### src/sv/dge_pkg.sv
// ----------------------------------------------------------------------------
// dge_pkg
// Shared sizes, codes and helper functions of the matrix-vector engine.
// ----------------------------------------------------------------------------
package dge_pkg;

    localparam int MAX_DIM    = 16;
    localparam int DIM_W      = (MAX_DIM > 1) ? $clog2(MAX_DIM) : 1;
    localparam int CNT_W      = $clog2(MAX_DIM + 1);
    localparam int ADDR_W     = 2 * DIM_W;
    localparam int WORD_W     = 32;

    localparam logic [1:0] MODE_WR_A    = 2'd0;
    localparam logic [1:0] MODE_WR_X    = 2'd1;
    localparam logic [1:0] MODE_WR_Y    = 2'd2;
    localparam logic [1:0] MODE_COMPUTE = 2'd3;

    localparam logic [2:0] CFG_ALPHA     = 3'd0;
    localparam logic [2:0] CFG_BETA      = 3'd1;
    localparam logic [2:0] CFG_TRANSPOSE = 3'd2;
    localparam logic [2:0] CFG_NUM_ROWS  = 3'd3;
    localparam logic [2:0] CFG_NUM_COLS  = 3'd4;

    // Clips a dimension register: zero acts as one, above MAX_DIM acts as MAX_DIM.
    function automatic logic [CNT_W-1:0] dim_clip(input logic [6:0] n);
        logic [CNT_W-1:0] r;
        if (n == 7'd0) begin
            r = CNT_W'(1);
        end else if (32'(n) > MAX_DIM) begin
            r = CNT_W'(MAX_DIM);
        end else begin
            r = CNT_W'(n);
        end
        return r;
    endfunction

endpackage

### src/sv/dge_cell.sv
// ----------------------------------------------------------------------------
// dge_cell
// One word of a rotating vector ring: loads its own entry or takes its neighbor.
// ----------------------------------------------------------------------------
module dge_cell (
    input  logic                             i_clk,
    input  logic                             i_shift,
    input  logic signed [dge_pkg::WORD_W-1:0] i_shift_data,
    input  logic                             i_load,
    input  logic signed [dge_pkg::WORD_W-1:0] i_load_data,
    output logic signed [dge_pkg::WORD_W-1:0] o_data
);

    logic signed [dge_pkg::WORD_W-1:0] r_word;

    always_ff @(posedge i_clk) begin
        if (i_shift) begin
            r_word <= i_shift_data;
        end else if (i_load) begin
            r_word <= i_load_data;
        end
    end

    assign o_data = r_word;

endmodule

### config.mk
export PLATFORM = sky130hd
export DESIGN_NAME = dge_cell
export DESIGN_NICKNAME = d
export VERILOG_FILES = /design/src/sv/dge_pkg.sv /design/src/sv/dge_cell.sv
export SDC_FILE = /design/constraint.sdc
export NUM_CORES = 1
export LEC_CHECK = 0
export ABC_AREA = 1
export BUFFER_PORTS_ARGS = -buffer_cell sky130_fd_sc_hd__buf_2
export CAP_MARGIN = 30
export CORE_MARGIN = 1.5
export CORE_UTILIZATION = 35
export DETAILED_ROUTE_END_ITERATION = 7
export PLACE_DENSITY = 0.8
export SLEW_MARGIN = 5
export SYNTH_ARGS = -nofsm -noshare
export SYNTH_HDL_FRONTEND = slang
export SYNTH_SLANG_ARGS = --single-unit
### constraint.sdc
create_clock -name i_clk -period 1 [get_ports i_clk]
set_input_delay 0.1 -clock i_clk [delete_from_list [all_inputs] [get_ports i_clk]]
set_output_delay 0.1 -clock i_clk [all_outputs]
set_load 0.1 [all_outputs]
**Yosys cells after proc, flatten, opt, wreduce, memory -nomap -nowiden**

Cells that the tools add are included.
Widths: inputs -> output; s select.

- Flip-flop bits (word level): 32
- Bits of input ports: 67
- Output and inout port bits: 32
- Logic and storage cells: 4

- Muxes and demuxes: 2
- Reductions and logical operators: 1

Operator list:

| cell | number |
|---|---|
| $mux 32 | 2 |
| $reduce_bool 2->1 | 1 |

**Longest topological paths before layout**

- Depth after elaboration: 2
- Depth in mapped cells: 5
- Depth with buffers taken out: 3

**Least setup slack after synthesis**

No wires, ideal clock.

- Kind: input -> register
- From: in i_shift
- To: reg r_word (netlist bit o_data[0]) (enable)
- Library setup time: 0.329 ns
- Data arrival time: 0.731 ns
- Required time: 0.671 ns
- Path slack: -0.060 ns
- Stages: 2
- Buffers on the path: 1
- Path through: buf_6 or2_2

- Cells in the longest elaborated chain, start to end: 1

Ends and longest elaborated chain:

| item | line | source |
|---|---|---|
| start: declaration | dge_cell.sv:7 | `input logic i_shift,` |
| $reduce_bool 2->1 (no line) | - |  |
| end signal: assignment | dge_cell.sv:18 | `r_word <= i_shift_data;` |
| end signal: assignment | dge_cell.sv:20 | `r_word <= i_load_data;` |
| end: declaration | dge_cell.sv:14 | `logic signed [dge_pkg::WORD_W-1:0] r_word;` |

No other way between the ends.
A chain may end at the register's enable or synchronous reset.

**Worst setup path after layout**

- From: reg r_word (netlist bit o_data[10])
- To: out o_data[10] (netlist name)

RTL lines:

| item | line | source |
|---|---|---|
| end: declaration | dge_cell.sv:11 | `output logic signed [dge_pkg::WORD_W-1:0] o_data` |

No word-level cell between the ends.

==> impl_metrics.json <==
{
  "finalPower_mw": 4.65,
  "synth_nets": 204,
  "antenna_found_initial": 0,
  "slew_headroom_pct": 71.7,
  "postCtsSetupBuffers": 0,
  "path_max_fanout": 1,
  "rsz0062_at_grt": "true",
  "violations": "negative setup slack",
  "overflow": 0,
  "worstMarginPinSlew_ns": 0.424,
  "ir_worst_vdd_uv": 910,
  "numClockSinks": 32,
  "diodes": 0,
  "cts-hold-fix-buffers": 0,
  "initial_core_util_pct": 37.4,
  "tns_ns": -0.000898,
  "grt_pass1_vias": 1218,
  "grt_max_degree": 33,
  "rows": 22,
  "io_buffers": 98,
  "cts_resized": 0,
  "cts_buffer_depth": 2,
  "final_area_um2": 2460,
  "grt_pass1_wl_mm": 5.45,
  "place_congestion": 0.655,
  "largest_reg_flops": 32,
  "ant_nets": 0,
  "synth_area_um2": 1400,
  "switchingPower_mw": 1.83,
  "fp.dieW_um": 66.3,
  "yosys_warnings": 0,
  "whs_ns": 0.0775,
  "utilization_pct": 65.8,
  "cts_buffers": 5,
  "clkTransAtPathRegs_ns": 0.06,
  "internal-power_mw": 2.82,
  "drt-initial-drc-count": 75,
  "fmax_ghz": 0.999,
  "final-setup-viol-count": 1,
  "wire_per_inst_um": 12.1,
  "critPathKind": "flip-flop to primary output",
  "synthCells": 137,
  "final_cell_mix": "nand2_1 (96), buf_2 (66), edfxtp_1 (32), buf_12 (32), clkbuf_8 (5)",
  "finalWorstSetupSlack_ns": -0.000898,
  "crit_path_cell_trace": "buf_12",
  "crit_required_ns": 0.90,
  "cap_viol_max_count": 0,
  "ys_ff_latch": 32,
  "p_per_area_nw_per_um2": 1890,
  "hpwl_mm": 2.72,
  "boundaryPins": 99,
  "outcome": "finished with violations",
  "grt_use_total_pct": 17.3,
  "seq_area_frac_synth_pct": 68.6,
  "slew_viol_final": 0,
  "start_kind": "flip-flop",
  "clkPwrFrac_pct": 19.7,
  "switching_share_pct": 39.4,
  "slowest_stage": "edfxtp_1",
  "slowest_delay_ns": 0.43,
  "place_area_um2": 2380,
  "drt_first_pass_iters": 4,
  "fillCellCount": 293,
  "hold_viol": 0,
  "min_path_cells": 3,
  "postSynthAreaPerCell_um2": 10.2,
  "dieArea_um2": 4390,
  "leakagePower_nw": 1.23,
  "synth_cell_type_count": 6,
  "vias": 1252,
  "seq_power_share_pct": 38.2,
  "syn2layout_area_growth_pct": 75.7,
  "cts-root-buf": "clkbuf_8",
  "drc": 0,
  "die_h_um": 66.3,
  "crit_cells": 1,
  "drive_above_1_share_pct": 45.0,
  "finalCritPeriodShare_pct": 100,
  "path_delay_family": "flip-flops",
  "cts_tree": "built",
  "coreArea_um2": 3740,
  "min_period_ns": 1.00,
  "path_buf_inv": 1,
  "final_nets": 304,
  "avgViaCountPerCell": 4.38,
  "routed_wl_mm": 3.46,
  "hold_class": "input pin to flip-flop",
  "h-tree-depth": 2,
  "p_comb_share_pct": 42.1,
  "mostFrequentLayoutCell": "nand2_1",
  "cp.arrival_ns": 0.90,
  "cp-end-kind": "primary output"
}
per-layer routing:
layer / global-route usage, % / routed length (um) / up-vias
li1: - / - / 637
met1: 18.3 / 1220 / 551
met2: 30.8 / 1870 / 59
met3: 5.45 / 298 / 5
met4: 8.42 / 73 / 0
met5: 0 / 0 / -
area by class of cell:
type | instances | area (um2) | share of cell area (%)
clock inverters | 1 | 3.75 | 0.152
multi-input cells | 97 | 369 | 15.0
clock buffers | 7 | 76.3 | 3.10
well taps | 48 | 60.1 | 2.44
inverters | 1 | 6.26 | 0.254
flip-flops and latches | 32 | 961 | 39.0
repair buffers | 100 | 986 | 40.0
kinds of logic (layout without fill, tap and decap cells):
group	count (synthesis)	count (layout)	synth area share (%)
and+or+nand+nor	97	97	26.2
DFF	32	32	68.6
buffers and inverters	8	109	5.27
cells in the mapped netlist:
| cell type | number | area, um2 |
|---|---|---|
| nand2_1 | 96 | 360 |
| edfxtp_1 | 32 | 961 |
| buf_6 | 4 | 45.0 |
| buf_4 | 3 | 22.5 |
| inv_4 | 1 | 6.26 |
| or2_2 | 1 | 6.26 |
power groups by stage:
stage / sequential [mW] / combinational, mW / clock (mW)
floorplan: 2.79 / 0.161 / 0
global placement: 1.80 / 1.95 / 0
detailed placement: 1.81 / 1.97 / 0
CTS: 1.78 / 1.97 / 0.953
global route: 1.79 / 2.03 / 1.00
finish: 1.78 / 1.96 / 0.916
stage by stage:
step / std cells / worst slack (ns)
floorplan: 137 / -0.00402
global placement: 278 / 0.0170
detailed placement: 278 / -0.0481
CTS: 286 / -0.0163
global route: 286 / -0.0323
finish: 286 / -0.000898
path summary, 6_finish.rpt:
path | from | to | slack, ns
worst max-delay path | o_data[10] | o_data[10] | -0.0009
worst min-delay path | i_load_data[6] | o_data[6] | 0.08
Power figures use the tool's default switching activity.
